===== config.mk =====
export PLATFORM = sky130hd
export DESIGN_NAME = scf_sqrt
export DESIGN_NICKNAME = d
export VERILOG_FILES = /design/src/design/scf_sqrt.sv
export SDC_FILE = /design/constraint.sdc
export NUM_CORES = 1
export LEC_CHECK = 0
export BUFFER_PORTS_ARGS = -buffer_cell sky130_fd_sc_hd__buf_2
export CELL_PAD_IN_SITES_DETAIL_PLACEMENT = 1
export CELL_PAD_IN_SITES_GLOBAL_PLACEMENT = 2
export CORE_MARGIN = 8
export CORE_UTILIZATION = 42
export CTS_CLUSTER_DIAMETER = 30
export DETAILED_ROUTE_END_ITERATION = 8
export PLACE_DENSITY_LB_ADDON = 0.1
export SKIP_LAST_GASP = 1
export SLEW_MARGIN = 20
export SYNTH_ARGS = -nofsm -noshare
export SYNTH_HDL_FRONTEND = slang
export SYNTH_SLANG_ARGS = --single-unit

===== constraint.sdc =====
create_clock -name aclk -period 9.6 [get_ports aclk]
set_input_delay 0.48 -clock aclk [delete_from_list [all_inputs] [get_ports aclk]]
set_output_delay 0.48 -clock aclk [all_outputs]
set_load 0.05 [all_outputs]

===== src/design/scf_sqrt.sv =====
// ----------------------------------------------------------------------------
// scf_sqrt
// Digit-by-digit integer square root, one root bit per cycle, truncated.
// ----------------------------------------------------------------------------
`default_nettype none

module scf_sqrt #(
    parameter int IN_W = 45
) (
    input  wire logic                   aclk,
    input  wire logic                   aresetn,
    input  wire logic                   start,
    input  wire logic [IN_W-1:0]        radicand,
    output logic                        done,
    output logic [(IN_W+1)/2-1:0]       root
);

    localparam int RT_W  = (IN_W + 1) / 2;
    localparam int PW    = 2 * RT_W;
    localparam int CNT_W = $clog2(RT_W + 1);

    logic [PW-1:0]    val_reg;
    logic [RT_W+1:0]  rem_reg;
    logic [RT_W-1:0]  root_reg;
    logic [CNT_W-1:0] cnt_reg;
    logic             busy_reg;
    logic             done_reg;

    logic [RT_W+1:0]  rem_sh;
    logic [RT_W+1:0]  trial;
    logic             ge;

    always_comb begin
        rem_sh = {rem_reg[RT_W-1:0], val_reg[PW-1:PW-2]};
        trial  = {root_reg, 2'b01};
        ge     = (rem_sh >= trial);
    end

    always_ff @(posedge aclk) begin
        if (!aresetn) begin
            busy_reg <= 1'b0;
            done_reg <= 1'b0;
            cnt_reg  <= '0;
        end else begin
            done_reg <= 1'b0;
            if (start) begin
                busy_reg <= 1'b1;
                cnt_reg  <= CNT_W'(RT_W);
                val_reg  <= PW'(radicand);
                rem_reg  <= '0;
                root_reg <= '0;
            end else if (busy_reg) begin
                val_reg  <= {val_reg[PW-3:0], 2'b00};
                rem_reg  <= ge ? (rem_sh - trial) : rem_sh;
                root_reg <= {root_reg[RT_W-2:0], ge};
                cnt_reg  <= cnt_reg - 1'b1;
                if (cnt_reg == CNT_W'(1)) begin
                    busy_reg <= 1'b0;
                    done_reg <= 1'b1;
                end
            end
        end
    end

    assign done = done_reg;
    assign root = root_reg;

endmodule

`default_nettype wire


; ---- Word level (Yosys, flattened, before mapping)
; Index checks and enable logic that the tools add are counted.
; Widths: inputs -> output; s select.
[totals]
inputBits = 48
word_cells = 29
out_inout_bits = 24
ff_bits = 99
[op_classes]
order_cmp = 1
n_mux = 11
addsub = 2
n_reduce_logical = 4
eq_ne = 1
n_bitwise = 2
[op_table]
columns = op, n
row1 = $mux 23, 3
row2 = $mux 46, 1
row3 = $mux 45, 1
row4 = $ge 25x25->1, 1
row5 = $sub 23x23->23, 1
row6 = $mux 5, 2
row7 = $eq 5x1->1 const B, 1
row8 = $sub 5x1->5 const B, 1
row9 = $mux 1, 4
row10 = $reduce_or 3->1, 1
row11 = $not 1->1, 2
row12 = $reduce_and 2->1, 1
row13 = $reduce_bool 2->1, 1
row14 = $reduce_or 2->1, 1

; ---- Longest topological paths before layout
[depth]
depth_word = 4
depth_mapped = 13
ltp_nobuf = 10

; ---- Worst setup path before layout
; No wires, ideal clock.
[synth_path]
path_kind = input -> register
start = input start
end = register rem_reg[0], enable pin
path_slack_ns = 6.269
t_required_ns = 9.141
setup_time_ns = 0.459
arrival_ns = 2.873
n_path_buf = 1
path_stages = 2
path_cell_list = clkbuf_1 > o21a_1
[synth_between]
elab_chain_cells = 2
[synth_rtl]
columns = item, line_no
row1 = start: declaration, 12  ; input wire logic start,
row2 = $reduce_bool 2->1 (no line), n/a
row3 = $reduce_and 2->1 (no line), n/a
row4 = end signal: assignment, 54  ; rem_reg <= ge ? (rem_sh - trial) : rem_sh;
row5 = end: declaration, 23  ; logic [RT_W+1:0] rem_reg;
; Every way passes these cells.
; A chain may end at the register's enable or synchronous reset.

; ---- Worst setup path after layout
[layout_path]
start = register rem_reg[3]
end = register rem_reg[10] (data pin)
[layout_between]
elab_chain_cells = 3
elab_cells_between_ends = 4
classes_between = 1 x add/sub / 1 x order compare / 2 x mux
[layout_rtl]
columns = item, line_no
row1 = $sub 23x23->23 / $ge 25x25->1 (equally long branches), "54, 36"
row2 = $mux 23 (*), 54
row3 = $mux 23 (*), 52  ; end else if (busy_reg) begin
; Mark *: on every way between the ends. The rest lies on a longest branch, timed or not. The select of a mux whose other input is x is not followed.

==> flow_summary.json <==
{
  "yosysUniqueCellTypes": 52,
  "cts-buffers-inserted": 9,
  "r2r_start": "rem_reg[3]",
  "start_util_pct": 42.6,
  "hold_viol": 0,
  "cts_buffer_depth": 2,
  "place_ws_ps": 6030,
  "grt_pass1_vias": 3874,
  "wl_per_cell_um": 16.6,
  "crit_path_max_fanout": 12,
  "core_mm2": 0.0125,
  "grt.overflow.total": 0,
  "timing.reg2reg.setup_slack_ps": 6570,
  "die_w_um": 129,
  "multi_input_area_mm2": 0.00223,
  "async_flop_share_pct": 0,
  "tritoncts": "yes",
  "slew_headroom_pct": 45.3,
  "irDropWorstVdd_mv": 0.0957,
  "whs_endpoint": "val_reg[1]",
  "portBuffers": 71,
  "rsz0062_at_grt": "false",
  "wl_mm": 11.3,
  "fin_crit_sh_pct": 31.5,
  "hold_class": "in -> reg",
  "path_class": "reg -> reg",
  "syn_area_per_cell_um2": 12.1,
  "grt_max_degree": 69,
  "numClockSinks": 99,
  "fill_cells": 1377,
  "whs_path_depth": 2,
  "setup_viol": 0,
  "hold_slack_ps": 413,
  "drt_iter0_drc": 140,
  "timing.fmax_mhz": 330,
  "period_needed_ps": 3030,
  "antenna_cells": 0,
  "grt_pass1_wl_mm": 19.2,
  "drc_errors": 0,
  "clk_pin_slew_ps": 70,
  "synth_ff_type": "edfxtp_1",
  "antenna_found_initial": 1,
  "yosys_warnings": 0,
  "cts-resized-gates": 0,
  "r2r_cells": 10,
  "firstDrtPassIters": 5,
  "std_cell_rows": 41,
  "vias_per_cell": 5.16,
  "synth-edff-count": 92,
  "area_growth_pct": 15.4,
  "crit_arrival_ps": 3140,
  "num_io_pins": 72,
  "netlist_instances": 439,
  "yosysSeqAreaShare_pct": 54.5,
  "fin_worst_skew_ps": 6.70,
  "critPathCaptureType": "register",
  "dieArea_mm2": 0.0165,
  "vias": 3506,
  "critPathLaunchType": "register",
  "r2r-end": "rem_reg[10]",
  "dp_hpwl_mm": 8.23,
  "ctsHoldBuffers": 0,
  "worstMarginPinSlew_ps": 821,
  "clkLatencyLatePin_ps": 350,
  "setup_ws_ps": 6570,
  "cts-root-buf": "clkbuf_16",
  "place.gp.congestion": 0.784,
  "cts_max_level": 3,
  "nNetsFinal": 578,
  "track_usage_pct": 14.7,
  "worstHoldStart": "radicand[1]",
  "required_ps": 9710,
  "outcome": "complete, no violations",
  "die_h_um": 129,
  "totalNegativeSetupSlack_ps": 0,
  "dp_cells": 663,
  "final_cells": 680,
  "seqCellArea_mm2": 0.00290,
  "ant_nets": 0,
  "syn_nets": 514,
  "layout-drive-gt1-share_pct": 27.8,
  "largest_reg_flops": 46,
  "leakage_nw": 2.49,
  "syn-cell-area_mm2": 0.00533,
  "post_cts.repair.setup_buffers": 0,
  "ys_seq_elements": 99,
  "drv_slew": 0,
  "maxCapViolations": 0,
  "cellPowerDensity_mw_per_mm2": 187
}
[layout by cell type (no fill, tap or decap), types with 3 or more instances in the layout]
cell       count
clkbuf_16      9
buf_4          4
buf_2         70
edfxtp_1      92
nor2_1        48
xor2_1         9
nand4_1        3
mux2_2        43
ha_1          27
xnor2_1       14
mux2i_1       18
o21ai_0        9
o211ai_1       3
a21o_1         6
and3_1         3
and2_1         3
o21a_1         9
dfxtp_1        7
nor2b_1        6
nand3_1        4
and4_1         3
nor3_1         4
nand2_1       20
inv_1         29
a21oi_1       26
[power by group]
group	switching, mW	internal, mW
combinational	0.147	0.105
sequential	0.0145	0.513
clock	0.166	0.204
[worst max-delay path, cell delays in order, from the launching register on]
cell	delay, ps
edfxtp_1	410
ha_1	350
or2_1	240
a21oi_1	200
o31a_1	230
o221a_4	220
o21ai_2	70
a211oi_4	440
buf_6	250
nor2_1	120
a22o_1	240
[synth_stat cells, types with 7 or more instances]
master | count | share of area, %
mux2_2 | 43 | 9.1
nand2_1 | 20 | 1.4
ha_1 | 27 | 6.3
a21oi_1 | 26 | 2.4
edfxtp_1 | 92 | 52
xnor2_1 | 14 | 2.3
clkbuf_1 | 11 | 0.77
xor2_1 | 9 | 1.5
mux2i_1 | 18 | 3.4
buf_1 | 8 | 0.56
dfxtp_1 | 7 | 2.6
o21ai_0 | 9 | 0.85
inv_1 | 29 | 2.0
o21a_1 | 10 | 1.4
nor2_1 | 48 | 3.4
[worst max path at each step]
stage               start          end  cells past startpoint
3_3_place_gp      root[3]   rem_reg[5]                     11
4_1_cts           root[3]   rem_reg[5]                     11
6_report       rem_reg[3]  rem_reg[10]                     10
2_1_floorplan       start   rem_reg[0]                      2
3_5_place_dp      root[3]   rem_reg[5]                     11
5_1_grt          root[16]  rem_reg[10]                     10
[kinds of logic (layout without fill, tap and decap cells)]
group,after synthesis,count (layout),share of synthesized area [%]
xor gates and xnor gates,23,23,3.78
DFF,99,99,54.5
muxes,61,61,12.5
and+or+nand+nor,104,104,9.16
AOI/OAI and AO/OA,74,74,9.88
buffers and inverters,51,120,3.90
adders and majority gates,27,27,6.34
[layer usage]
layer	global-route usage [%]	share of wire (%)	vias up
met1	17.3	44	1702
met5	0	0.080	-
met2	24.4	48	60
met4	6.98	2.0	2
met3	4.18	5.2	18
li1	-	-	1724
[through the flow]
step | util (%) | cell area (µm²) | power [mW]
final | 49.2 | 6150 | 1.15
after floorplan | - | 5330 | 0.730
after CTS | 49.1 | 6140 | 1.17
after detailed placement | 46.7 | 5840 | 0.791
after global routing | 49.2 | 6150 | 1.21
after global placement | 46.7 | 5840 | 0.784
[area by class of cell]
class | instances | share of cell area [%]
clock buffers | 9 | 3.66
flip-flops and latches | 99 | 47.2
repair buffers | 75 | 6.37
inverters | 29 | 1.77
clock inverters | 7 | 1.22
well taps | 172 | 3.50
multi-input cells | 289 | 36.3
Power figures use the tool's default switching activity.
