**src/design/scf_div.sv**
```systemverilog
// ----------------------------------------------------------------------------
// scf_div
// Restoring unsigned divider, one quotient bit per cycle.
// ----------------------------------------------------------------------------
`default_nettype none

module scf_div #(
    parameter int DVD_W = 48,
    parameter int DVS_W = 13
) (
    input  wire logic             aclk,
    input  wire logic             aresetn,
    input  wire logic             start,
    input  wire logic [DVD_W-1:0] dividend,
    input  wire logic [DVS_W-1:0] divisor,
    output logic                  done,
    output logic [DVD_W-1:0]      quotient
);

    localparam int CNT_W = $clog2(DVD_W + 1);

    logic [DVD_W-1:0] quo_reg;
    logic [DVS_W-1:0] dvs_reg;
    logic [DVS_W-1:0] rem_reg;
    logic [CNT_W-1:0] cnt_reg;
    logic             busy_reg;
    logic             done_reg;

    logic [DVS_W:0]   rem_sh;
    logic [DVS_W:0]   rem_dif;
    logic             ge;

    always_comb begin
        rem_sh  = {rem_reg, quo_reg[DVD_W-1]};
        ge      = (rem_sh >= {1'b0, dvs_reg});
        rem_dif = rem_sh - {1'b0, dvs_reg};
    end

    always_ff @(posedge aclk) begin
        if (!aresetn) begin
            busy_reg <= 1'b0;
            done_reg <= 1'b0;
            cnt_reg  <= '0;
        end else begin
            done_reg <= 1'b0;
            if (start) begin
                busy_reg <= 1'b1;
                cnt_reg  <= CNT_W'(DVD_W);
                quo_reg  <= dividend;
                dvs_reg  <= divisor;
                rem_reg  <= '0;
            end else if (busy_reg) begin
                quo_reg <= {quo_reg[DVD_W-2:0], ge};
                rem_reg <= ge ? rem_dif[DVS_W-1:0] : rem_sh[DVS_W-1:0];
                cnt_reg <= cnt_reg - 1'b1;
                if (cnt_reg == CNT_W'(1)) begin
                    busy_reg <= 1'b0;
                    done_reg <= 1'b1;
                end
            end
        end
    end

    assign done     = done_reg;
    assign quotient = quo_reg;

endmodule

`default_nettype wire

```
**config.mk**
```make
export PLATFORM = sky130hd
export DESIGN_NAME = scf_div
export DESIGN_NICKNAME = d
export VERILOG_FILES = /design/src/design/scf_div.sv
export SDC_FILE = /design/constraint.sdc
export NUM_CORES = 1
export LEC_CHECK = 0
export ABC_AREA = 1
export BUFFER_PORTS_ARGS = -buffer_cell sky130_fd_sc_hd__buf_2
export CORE_MARGIN = 2
export CORE_UTILIZATION = 57
export CTS_CLUSTER_DIAMETER = 40
export CTS_CLUSTER_SIZE = 28
export DETAILED_ROUTE_END_ITERATION = 12
export PLACE_DENSITY = 0.91
export SLEW_MARGIN = 10
export SYNTH_ARGS = -nofsm -noshare
export SYNTH_HDL_FRONTEND = slang
export SYNTH_SLANG_ARGS = --single-unit
```
**constraint.sdc**
```tcl
create_clock -name aclk -period 4.45 [get_ports aclk]
set_clock_uncertainty 0.15 [all_clocks]
set_input_delay 0.2225 -clock aclk [delete_from_list [all_inputs] [get_ports aclk]]
set_output_delay 0.2225 -clock aclk [all_outputs]
set_load 0.1 [all_outputs]
```
======== After elaboration in Yosys (flattened, before gate mapping) ========
Cells that the tools add are included.
cells by class
  magnitude comparators ................... 1
  equality and inequality tests ........... 1
  multiply operators ...................... 0
  bitwise gates (word level) .............. 2
  reduce and logical (&&, ||, !) cells .... 5
  divide/modulo/power cells ............... 0
  muxes and demuxes ....................... 10
  shift operators ......................... 0
  add/subtract/negate cells ............... 2
operator list
  operator                                             count
  2-to-1 mux 48 bit                                    2
  2-to-1 mux 13 bit                                    2
  >= comparator 14 x 13 -> 1 bit                       1
  subtractor 13 bit                                    1
  2-to-1 mux 6 bit                                     2
  equality test 6 x 1 -> 1 bit, second input constant  1
  subtractor 6 x 1 -> 6 bit, second input constant     1
  2-to-1 mux 1 bit                                     4
  AND reduction 2 bit                                  2
  OR reduction 3 bit                                   1
  inverter 1 bit                                       2
  nonzero test 2 bit                                   1
  OR reduction 2 bit                                   1
word-level totals
  output and inout port bits .............. 49
  flip-flop bits (word level) ............. 82
  memory bits (read-only) ................. 0
  memories kept ........................... 0
  bits of input ports ..................... 64
  bits in latches ......................... 0
  RAM bits ................................ 0

======== Longest topological paths before layout ========
Gate-level depths: netlist of the first run.
  depth after elaboration ................. 4
  gate-level depth with buffers ........... 13

======== Least setup slack after synthesis of the first run ========
No wires, ideal clock.
  kind .................................... register to register
  start point ............................. register quo_reg[47] (netlist: quotient[47])
  end point ............................... register rem_reg[12] (data pin)
  slack ................................... 1691 ps
  stages on the path, launching flop included .. 13
  period minus slack after synthesis ...... 2759 ps
  path buffers ............................ 1
  required time ........................... 4049 ps
  arrival ................................. 2358 ps
  path through ............................ edfxtp_1 -> inv_1 -> ha_1 -> fa_1 -> inv_1 -> nand2_1 -> nand3_2 -> nand2_4 -> nand3_4 -> buf_6 -> inv_2 -> nor2_2 -> nor2_1
between the ends
  cells in the longest elaborated chain, start to end .. 3
RTL lines
  item                                                                        line    RTL
  start: declaration                                                          22      logic [DVD_W-1:0] quo_reg;
  start signal: assignment                                                    49      quo_reg <= dividend;
  start signal: assignment                                                    53      quo_reg <= {quo_reg[DVD_W-2:0], ge};
  subtractor 13 bit / >= comparator 14 x 13 -> 1 bit (equally long branches)  36, 35
  2-to-1 mux 13 bit *                                                         54      rem_reg <= ge ? rem_dif[DVS_W-1:0] : rem_sh[DVS_W-1:0];
  2-to-1 mux 13 bit *                                                         52      end else if (busy_reg) begin
  end signal: assignment                                                      54
  end: declaration                                                            24      logic [DVS_W-1:0] rem_reg;
Every way passes the cells marked *; elsewhere a longest branch is shown, timed or not. The select of a mux whose other input is x is not followed.
A chain may end at the register's enable or synchronous reset.

======== Worst setup path in the final report of the first run ========
  start point ............................. register dvs_reg[0]
  end point ............................... register rem_reg[4] (data pin)
between the ends
  cells in the longest elaborated chain, start to end .. 3
RTL lines
  item                                                                        line    RTL
  start: declaration                                                          23      logic [DVS_W-1:0] dvs_reg;
  start signal: assignment                                                    50      dvs_reg <= divisor;
  subtractor 13 bit / >= comparator 14 x 13 -> 1 bit (equally long branches)  36, 35
  2-to-1 mux 13 bit *                                                         54
  2-to-1 mux 13 bit *                                                         52
Marked as above.

==> results of run 1 <==
stage by stage:
| stage | setup WS, ps | area, sq um | total power (uW) | cells | hold WS (ps) |
|---|---|---|---|---|---|
| after global routing | 1940 | 5680 | 2460 | 780 | 13.2 |
| after CTS | 2180 | 5670 | 2310 | 779 | 1.45 |
| final | 2030 | 5680 | 2380 | 780 | 15.1 |
| after detailed placement | 1910 | 5010 | 1740 | 717 | 251 |
| after global placement | 2000 | 5010 | 1710 | 717 | 251 |
| after floorplan | 1690 | 4380 | 1600 | 518 | 170 |
cell usage in the layout (no fill, tap or decap), types with 4 or more instances in the layout:
master / Yosys / layout
a21oi_1: 5 / 5
buf_2: 1 / 112
clkbuf_8: 0 / 9
dfxtp_1: 8 / 8
dlygate4sd3_1: 0 / 47
edfxtp_1: 74 / 74
ha_1: 15 / 15
inv_1: 64 / 64
inv_2: 4 / 4
nand2_1: 242 / 241
nand2_2: 6 / 7
nand3_1: 17 / 17
nand4_1: 8 / 8
nor2_1: 36 / 36
xnor2_1: 4 / 4
cell families (layout without fill, tap and decap cells):
group | Yosys count | count (layout) | share of synthesized area, %
xor gates and xnor gates | 5 | 5 | 1.00
AOI/OAI and AO/OA | 9 | 9 | 1.46
and+or+nand+nor | 324 | 324 | 30.9
DFF | 82 | 82 | 54.4
buffers and inverters | 82 | 245 | 7.41
adders and majority gates | 16 | 16 | 4.75
power by group:
group          total, uW  switching (uW)  internal, uW
Combinational        821             615           206
Sequential           990            54.2           936
Clock                571             305           266
path summary, 6_finish.rpt:
kind / slack, ps / depth (start not counted) / from / endpoint
setup reg to reg: 2030 / 10 / dvs_reg[0]$_DFFE_PP_ / rem_reg[4]$_SDFFCE_PP0P_
hold / removal: 20 / 3 / dividend[23] / quotient[23]$_DFFE_PP_
hold reg to reg: 390 / 2 / cnt_reg[1]$_SDFFE_PP0P_ / cnt_reg[1]$_SDFFE_PP0P_
setup / recovery: 2030 / 10 / dvs_reg[0]$_DFFE_PP_ / rem_reg[4]$_SDFFCE_PP0P_
per-layer routing:
| metal | track usage (%) | routed length [um] | vias to the layer above |
|---|---|---|---|
| met1 | 38.7 | 4880 | 2038 |
| met5 | 0 | 0 | - |
| met3 | 12.3 | 1880 | 90 |
| li1 | - | - | 1939 |
| met4 | 16.7 | 711 | 0 |
| met2 | 55.7 | 6930 | 416 |
worst max-delay path, stage by stage (launching register included):
cell	delay [ps]
edfxtp_1	420
ha_1	230
fa_1	410
inv_1	120
nand2_1	80
nand3_2	100
nand2_4	80
nand3_4	230
nand2_1	130
nand2_1	140
nor2_1	70
cell type report:
class                      instances  area [sq um]
clock inverter                     6          72.6
tap                               99           124
fill                             363          1650
inverter                          68           255
sequential                        82          2380
multi-input combinational        354          1670
timing repair buffer             161          1050
clock buffer                      10           128
==> impl_metrics.csv, run 1 <==
group,metric,value,unit
logic_synthesis,synthCells,518,
cells_and_area,drive_above_1_share,22.2,%
logic_synthesis,synth_most_common_cell,"nand2_1",
clocking,cts_sinks,82,
critical_path,required,4400,ps
logic_synthesis,ys.flop_type,"edfxtp_1",
logic_synthesis,synth_top_area_share,50.8,%
clocking,hold_buffers,46,
floorplanning,start_util,59.7,%
job,maxCapViolCount,0,
sta,finalSetupTns,0,ps
sta,min_period_over_period,54.3,%
logic_synthesis,ys_ff_latch,82,
cells_and_area,syn_to_final_growth,29.8,%
power_and_ir_drop,leakagePower,0.00289,uW
cells_and_area,final_util,77.5,%
critical_path,crit_path_end_kind,"flop",
critical_path,path_class,"flop to flop",
placed_design,hpwl,7480,um
placed_design,gp_congestion,0.877,
sta,timing.fmax,414,MHz
floorplanning,rows,31,
cells_and_area,largest_register_ffs,48,
detailed_routing,ant_nets,0,
clocking,clk_latency,370,ps
detailed_routing,wl,14400,um
global_route,grt_start_max_net_pins,65,
floorplanning,fp.dieArea,8390,sq um
clocking,cts_resized,0,
logic_synthesis,yosys_warnings,0,
logic_synthesis,ys_seq_area_share,54.4,%
cells_and_area,num-nets-final,756,
sta,hold_viol_final,0,
power_and_ir_drop,max-vdd-ir-drop,325,uV
sta,setup_viol,0,
placed_design,io_buffers,112,
logic_synthesis,async_flop_share,0,%
clocking,cts_tree,"yes",
clocking,cts_made_buffers,9,
floorplanning,die_height,91.6,um
worst_hold_path,min_path_type,"primary input to flop",
global_route,first_global_vias,4453,
detailed_routing,drt_iter0_drc,540,
logic_synthesis,synthTopCellsByCount,"nand2_1, edfxtp_1, inv_1",
floorplanning,dieWidth,91.6,um
detailed_routing,vias_per_cell,5.75,
clocking,htreeDepth,3,
floorplanning,io_pins,113,
logic_synthesis,synth_cell_type_count,31,
logic_synthesis,postSynthAreaPerCell,8.45,sq um
critical_path,arrival,2370,ps
critical_path,cp-start-kind,"flop",
sta,layout_min_cycle_time,2420,ps
detailed_routing,wl_per_cell,18.5,um
logic_synthesis,synth_fp_nets,598,
logic_synthesis,yosys.area.top_type,"edfxtp_1",
floorplanning,core_region_area,7330,sq um
sta,maxSlewHeadroom,28.8,%
global_route,antenna_found_initial,0,
cells_and_area,diodes,0,
detailed_routing,drcViolationCount,0,
sta,rsz0062_at_grt,"no",
critical_path,cp_max_fo,21,
global_route,grt-ovfl-total,0,
power_and_ir_drop,power_density,420,nW/um^2
clocking,post_cts_buffers,0,
logic_synthesis,synth_area_leaders,"edfxtp_1, nand2_1, inv_1",
clocking,clkTransAtPathRegs,90,ps
clocking,cts_root_buf,"clkbuf_8",
logic_synthesis,synth-edff-count,74,
sta,drv_slew,0,
detailed_routing,vias,4483,
clocking,cts_buffer_depth,2,
outcome,status,"completed",
logic_synthesis,syn_area,4380,sq um
global_route,track_usage,33.7,%
sta,tightestPinTransition,1070,ps
detailed_routing,first_pass_iters,8,
global_route,grt_pass1_wl,21900,um
Note: power is estimated with default switching activity, not from simulation.
==> run 2: changes to the inputs <==
--- a/config.mk
+++ b/config.mk
@@ -8,11 +8,11 @@
 export ABC_AREA = 1
 export BUFFER_PORTS_ARGS = -buffer_cell sky130_fd_sc_hd__buf_2
 export CORE_MARGIN = 2
-export CORE_UTILIZATION = 57
+export CORE_UTILIZATION = 48
 export CTS_CLUSTER_DIAMETER = 40
 export CTS_CLUSTER_SIZE = 28
 export DETAILED_ROUTE_END_ITERATION = 12
-export PLACE_DENSITY = 0.91
+export PLACE_DENSITY = 0.82
 export SLEW_MARGIN = 10
 export SYNTH_ARGS = -nofsm -noshare
 export SYNTH_HDL_FRONTEND = slang
==> constraint.sdc (replaced) <==
create_clock -name aclk -period 2.1 [get_ports aclk]
set_clock_uncertainty 0.15 [all_clocks]
set_input_delay 0.105 -clock aclk [delete_from_list [all_inputs] [get_ports aclk]]
set_output_delay 0.105 -clock aclk [all_outputs]
set_load 0.1 [all_outputs]
==> run 2 against run 1 <==
Effect of this change: the run now ends with negative setup slack left; worst hold slack gained 52 ps; cell count grew 6.3%; count of clock-buffer cells in the layout unchanged; critical path depth up 1; clock power grew 130%; non-clock buffer count rose by 40; flip-flop and latch count unchanged; global-route usage down 8.1 points.
==> impl_metrics.csv, run 2 (same netlist as run 1, synthesis figures left out) <==
group,metric,value,unit
outcome,status,"finished with violations",
outcome,violations,"negative setup slack",
cells_and_area,drive_above_1_share,29.1,%
clocking,cts_sinks,82,
floorplanning,rows,34,
clocking,cts_tree,"yes",
global_route,grt_start_max_net_pins,54,
detailed_routing,routed.top_layer,"met4",
worst_hold_path,min_path_type,"primary input to flop",
cells_and_area,diodes,0,
detailed_routing,drcViolationCount,0,
clocking,cts_made_buffers,9,
floorplanning,fp.dieArea,9900,sq um
sta,layout_min_cycle_time,2110,ps
global_route,grt_pass1_wl,19800,um
sta,setup_viol,1,
placed_design,gp_congestion,0.850,
placed_design,hpwl,7650,um
global_route,first_global_vias,4308,
critical_path,max_stage_delay,490,ps
clocking,clk_latency,360,ps
global_route,grt-ovfl-total,0,
detailed_routing,ant_nets,0,
critical_path,path_class,"flop to flop",
clocking,cts_buffer_depth,2,
critical_path,cp_top_family,"simple AND/OR/NAND/NOR gates",
clocking,htreeDepth,3,
critical_path,slowest_stage,"edfxtp_1",
sta,rsz0062_at_grt,"yes",
cells_and_area,multi_input_area,1890,sq um
sta,drv_slew,0,
power_and_ir_drop,leakagePower,0.00310,uW
floorplanning,start_util,49.9,%
power_and_ir_drop,power,5360,uW
detailed_routing,first_pass_iters,5,
placed_design,io_buffers,112,
cells_and_area,regArea,2380,sq um
critical_path,path_common_cell,"nand2_2",
detailed_routing,vias_per_cell,5.11,
job,maxCapViolCount,0,
critical_path,cp_max_fo,6,
placed_design,placed_cell_area,5150,sq um
detailed_routing,vias,4238,
cells_and_area,layout.cells.non_filler,829,
critical_path,cp-start-kind,"flop",
global_route,antenna_found_initial,0,
cells_and_area,layout_common_cells,"nand2_1, buf_2, edfxtp_1",
worst_hold_path,min_from,"start",
critical_path,worst-path-buf-inv,2,
critical_path,cp_cell_sequence,"ha_4, nand2_2, inv_2, nand2_2, nor2_4, nand3_4, nand3_4, buf_6, nand2_2, nand2_1, nor2_1",
floorplanning,core_region_area,8760,sq um
placed_design,place_ws,-13.9,ps
detailed_routing,wl_met2,6590,um
cells_and_area,num-nets-final,796,
clocking,cts_root_buf,"clkbuf_8",
floorplanning,dieWidth,99.5,um
floorplanning,die_height,99.5,um
cells_and_area,final_common_cell,"nand2_1",
sta,timing.fmax,475,MHz
power_and_ir_drop,power_density,853,nW/um^2
detailed_routing,dr_wl_met3,916,um
cells_and_area,largest_register_ffs,48,
critical_path,worst_setup_path_startpoint,"rem_reg[9]$_SDFFCE_PP0P_",
detailed_routing,drt_iter0_drc,229,
clocking,clkTransAtPathRegs,90,ps
cells_and_area,fillerInstances,603,
critical_path,arrival,2080,ps
critical_path,crit_path_end_kind,"flop",
critical_path,r2r_start,"rem_reg[9]$_SDFFCE_PP0P_",
sta,hold_viol_final,0,
critical_path,required,2070,ps
floorplanning,io_pins,113,
cells_and_area,fin_area,6290,sq um
sta,maxSlewHeadroom,58.5,%
detailed_routing,wl,12800,um
detailed_routing,wl_per_cell,15.4,um
detailed_routing,wl_met1,4630,um
sta,min_period_over_period,100,%
sta,tightestPinTransition,622,ps
power_and_ir_drop,max-vdd-ir-drop,532,uV
cells_and_area,final_util,71.7,%
cells_and_area,syn_to_final_growth,43.7,%
placed_design,dp.cells,741,
sta,setup_ws,-7.11,ps
global_route,track_usage,25.7,%
-- run 2: layout make-up --
type / instances / area share (%)
Clock buffer: 10 / 2.03
Clock inverter: 6 / 1.39
Inverter: 68 / 4.10
Multi-Input combinational cell: 354 / 30.1
Sequential cell: 82 / 37.9
Tap cell: 108 / 2.15
Timing Repair Buffer: 201 / 22.3
-- run 2: repair_timing --
action / 4_1_cts / 5_1_grt
cloned: 0 / 2
endpoints found under the hold margin: 68 / 0
endpoints found under the setup margin: 10 / 13
pin swaps: 0 / 10
hold buffers: 62 / 0
gates resized for setup: 7 / 34
buffers inserted: 0 / 8
-- run 2: worst paths after layout --
| path | to | slack [ps] | cells after the start |
|---|---|---|---|
| worst max-delay path | rem_reg[6]$_SDFFCE_PP0P_ | -7 | 11 |
| worst min-delay path | done$_SDFF_PP0_ | 70 | 2 |
| worst max register to register | rem_reg[6]$_SDFFCE_PP0P_ | -7 | 11 |
| worst min register to register | cnt_reg[1]$_SDFFE_PP0P_ | 370 | 2 |
-- run 2: metal layers --
layer / vias up / global-route usage, %
met5: - / 0
met4: 0 / 15.5
met3: 58 / 5.62
met2: 210 / 45.8
met1: 1950 / 27.7
li1: 2020 / -
-- run 2: power breakdown --
group | switching (uW) | internal (uW)
Sequential | 102 | 1980
Clock | 625 | 676
Combinational | 1350 | 632
Total | 2070 | 3290
-- run 2: metrics by stage --
stage,hold WS (ps),setup TNS (ps)
final,66.9,-7.11
after global routing,85.0,-845
after CTS,42.7,0
after detailed placement,135,-24.8
after global placement,135,0
after floorplan,52.6,-7280
==> run 3: changes to the inputs <==
--- a/config.mk
+++ b/config.mk
@@ -13,6 +13,7 @@
 export CTS_CLUSTER_SIZE = 28
 export DETAILED_ROUTE_END_ITERATION = 12
 export PLACE_DENSITY = 0.82
+export RECOVER_POWER = 100
 export SLEW_MARGIN = 10
 export SYNTH_ARGS = -nofsm -noshare
 export SYNTH_HDL_FRONTEND = slang
==> run 3 against run 2 <==
Effect of this change: the flow still finishes with violations (negative setup slack); non-clock buffer count did not move; via count increased by 0.26%; sequential power barely moved; largest power group unchanged; highest routed layer unchanged.
==> impl_metrics.csv, run 3 (same netlist as run 1, synthesis figures left out) <==
group,metric,value,unit
critical_path,max_stage_delay,490,ps
power_and_ir_drop,leakagePower,0.00306,uW
floorplanning,dieWidth,99.5,um
sta,tightestPinTransition,1190,ps
cells_and_area,multi_input_area,1890,sq um
worst_hold_path,min_from,"start",
detailed_routing,ant_nets,0,
clocking,cts_made_buffers,9,
sta,min_period_over_period,100,%
outcome,status,"finished with violations",
cells_and_area,num-nets-final,796,
floorplanning,start_util,49.9,%
critical_path,crit_path_end_kind,"flop",
cells_and_area,syn_to_final_growth,43.1,%
critical_path,arrival,2070,ps
global_route,use_met2,45.8,%
cells_and_area,regArea,2380,sq um
floorplanning,fp.dieArea,9900,sq um
placed_design,io_buffers,112,
sta,maxSlewHeadroom,21.3,%
global_route,first_global_vias,4308,
global_route,antenna_found_initial,0,
critical_path,required,2070,ps
critical_path,slowest_stage,"edfxtp_1",
sta,setup_ws,-4.17,ps
placed_design,dp.cells,741,
cells_and_area,drive_above_1_share,26.9,%
power_and_ir_drop,power_density,854,nW/um^2
sta,hold_viol_final,0,
floorplanning,die_height,99.5,um
global_route,grt-ovfl-total,0,
cells_and_area,fillerInstances,615,
detailed_routing,first_pass_iters,5,
power_and_ir_drop,p_clk_share,24.2,%
placed_design,gp_congestion,0.850,
clocking,cts_buffer_depth,2,
cells_and_area,layout.cells.non_filler,829,
cells_and_area,largest_register_ffs,48,
cells_and_area,layout_common_cells,"nand2_1, edfxtp_1, buf_2, dlygate4sd3_1, inv_1",
worst_hold_path,min_path_type,"primary input to flop",
critical_path,cp_max_fo,6,
power_and_ir_drop,power.share.switching,38.7,%
global_route,grt-busiest-layer,"met2",
sta,rsz0062_at_grt,"yes",
detailed_routing,wl_per_cell,15.4,um
floorplanning,io_pins,113,
sta,finalSetupTns,-4.17,ps
global_route,grt_pass1_wl,19800,um
sta,timing.fmax,475,MHz
cells_and_area,fin_area,6260,sq um
critical_path,cp_cell_sequence,"ha_4, nand2_2, nor2_4, and2_2, nand2_4, nand3_4, buf_6, nand2_2, nand2_1, nor2_1",
detailed_routing,wl,12800,um
outcome,violations,"negative setup slack",
placed_design,hpwl,7650,um
sta,drv_slew,0,
placed_design,placed_cell_area,5150,sq um
cells_and_area,diodes,0,
sta,layout_min_cycle_time,2100,ps
power_and_ir_drop,seq_power_share,39.1,%
power_and_ir_drop,max-vdd-ir-drop,524,uV
detailed_routing,vias,4249,
detailed_routing,vias_per_cell,5.13,
critical_path,path_class,"flop to flop",
clocking,cts_sinks,82,
critical_path,worst_setup_path_startpoint,"rem_reg[9]$_SDFFCE_PP0P_",
sta,setup_viol,1,
power_and_ir_drop,p_int,3280,uW
critical_path,r2r_start,"rem_reg[9]$_SDFFCE_PP0P_",
global_route,grtUsageMet3,5.62,%
clocking,clk_latency,360,ps
power_and_ir_drop,power.switching,2070,uW
clocking,cts_tree,"yes",
detailed_routing,drcViolationCount,0,
global_route,track_usage,25.7,%
global_route,grt_start_max_net_pins,54,
clocking,clkTransAtPathRegs,90,ps
cells_and_area,final_common_cell,"nand2_1",
clocking,htreeDepth,3,
detailed_routing,drt_iter0_drc,229,
critical_path,path_common_cell,"nand2_2",
power_and_ir_drop,pwr-share-comb,36.8,%
floorplanning,rows,34,
job,maxCapViolCount,0,
floorplanning,core_region_area,8760,sq um
global_route,grt_use_met1,27.7,%
clocking,cts_root_buf,"clkbuf_8",
critical_path,cp-start-kind,"flop",
## run 3: cell types whose count changed in the layout (fill, tap and decap cells not counted)
| cell | change |
|---|---|
| clkbuf_8 | +1 |
| buf_12 | -1 |
| nand2_2 | -1 |
| clkbuf_2 | +36 |
| clkbuf_1 | +12 |
| buf_1 | +3 |
| nand2_1 | +1 |
| buf_2 | -51 |
## run 3: worst paths after layout
path / slack [ps] / depth (start not counted) / endpoint
max: -4 / 10 / rem_reg[6]$_SDFFCE_PP0P_
min: 60 / 2 / done$_SDFF_PP0_
max reg2reg: -4 / 10 / rem_reg[6]$_SDFFCE_PP0P_
min reg2reg: 370 / 2 / cnt_reg[1]$_SDFFE_PP0P_
## run 3: area by class of cell
cell class	count	area share [%]
clock buffer	10	2.04
clock inverter	6	1.40
inverter	68	4.12
multi-input combinational	354	30.2
sequential	82	38.1
tap	108	2.16
timing repair buffer	201	22.0
## run 3: metal layers
metal	share of wire, %	vias up
li1	-	2020
met1	36	1948
met2	51	219
met3	7.5	62
met4	4.9	0
met5	0	-
## run 3: critical path: cells and delay by family, from the launching register on
| family | cells | cell delay (ps) |
|---|---|---|
| adder cells (fa/ha/maj) | 1 | 320 |
| flip-flops | 1 | 490 |
| AND/OR/NAND/NOR | 8 | 770 |
| buffers and inverters | 1 | 150 |
## run 3: power groups by stage
stage | clock network (uW) | logic [uW] | registers, uW
final | 1290 | 1970 | 2090
after global routing | 1360 | 2120 | 2100
after CTS | 1300 | 1780 | 2070
after detailed placement | 0 | 1650 | 2100
after global placement | 0 | 1610 | 2090
after floorplan | 0 | 710 | 2670
## run 3: per-stage QoR
stage / total power [uW] / hold slack [ps] / setup slack, ps / util (%)
final: 5350 / 63.2 / -4.17 / 71.4
after detailed placement: 3750 / 135 / -13.9 / 58.8
after floorplan: 3380 / 52.6 / -559 / -
after global routing: 5580 / 84.0 / -91.9 / 71.4
after CTS: 5150 / 42.7 / 8.76 / 69.2
after global placement: 3700 / 135 / 66.1 / 58.8
## run 3: what timing repair did
item | in CTS | in global routing
hold buffers | 62 | 0
resized for setup | 7 | 34
endpoints found under the hold margin | 68 | 0
endpoints found under the setup margin | 10 | 13
pin swaps | 0 | 10
setup buffers | 0 | 8
gates cloned | 0 | 2
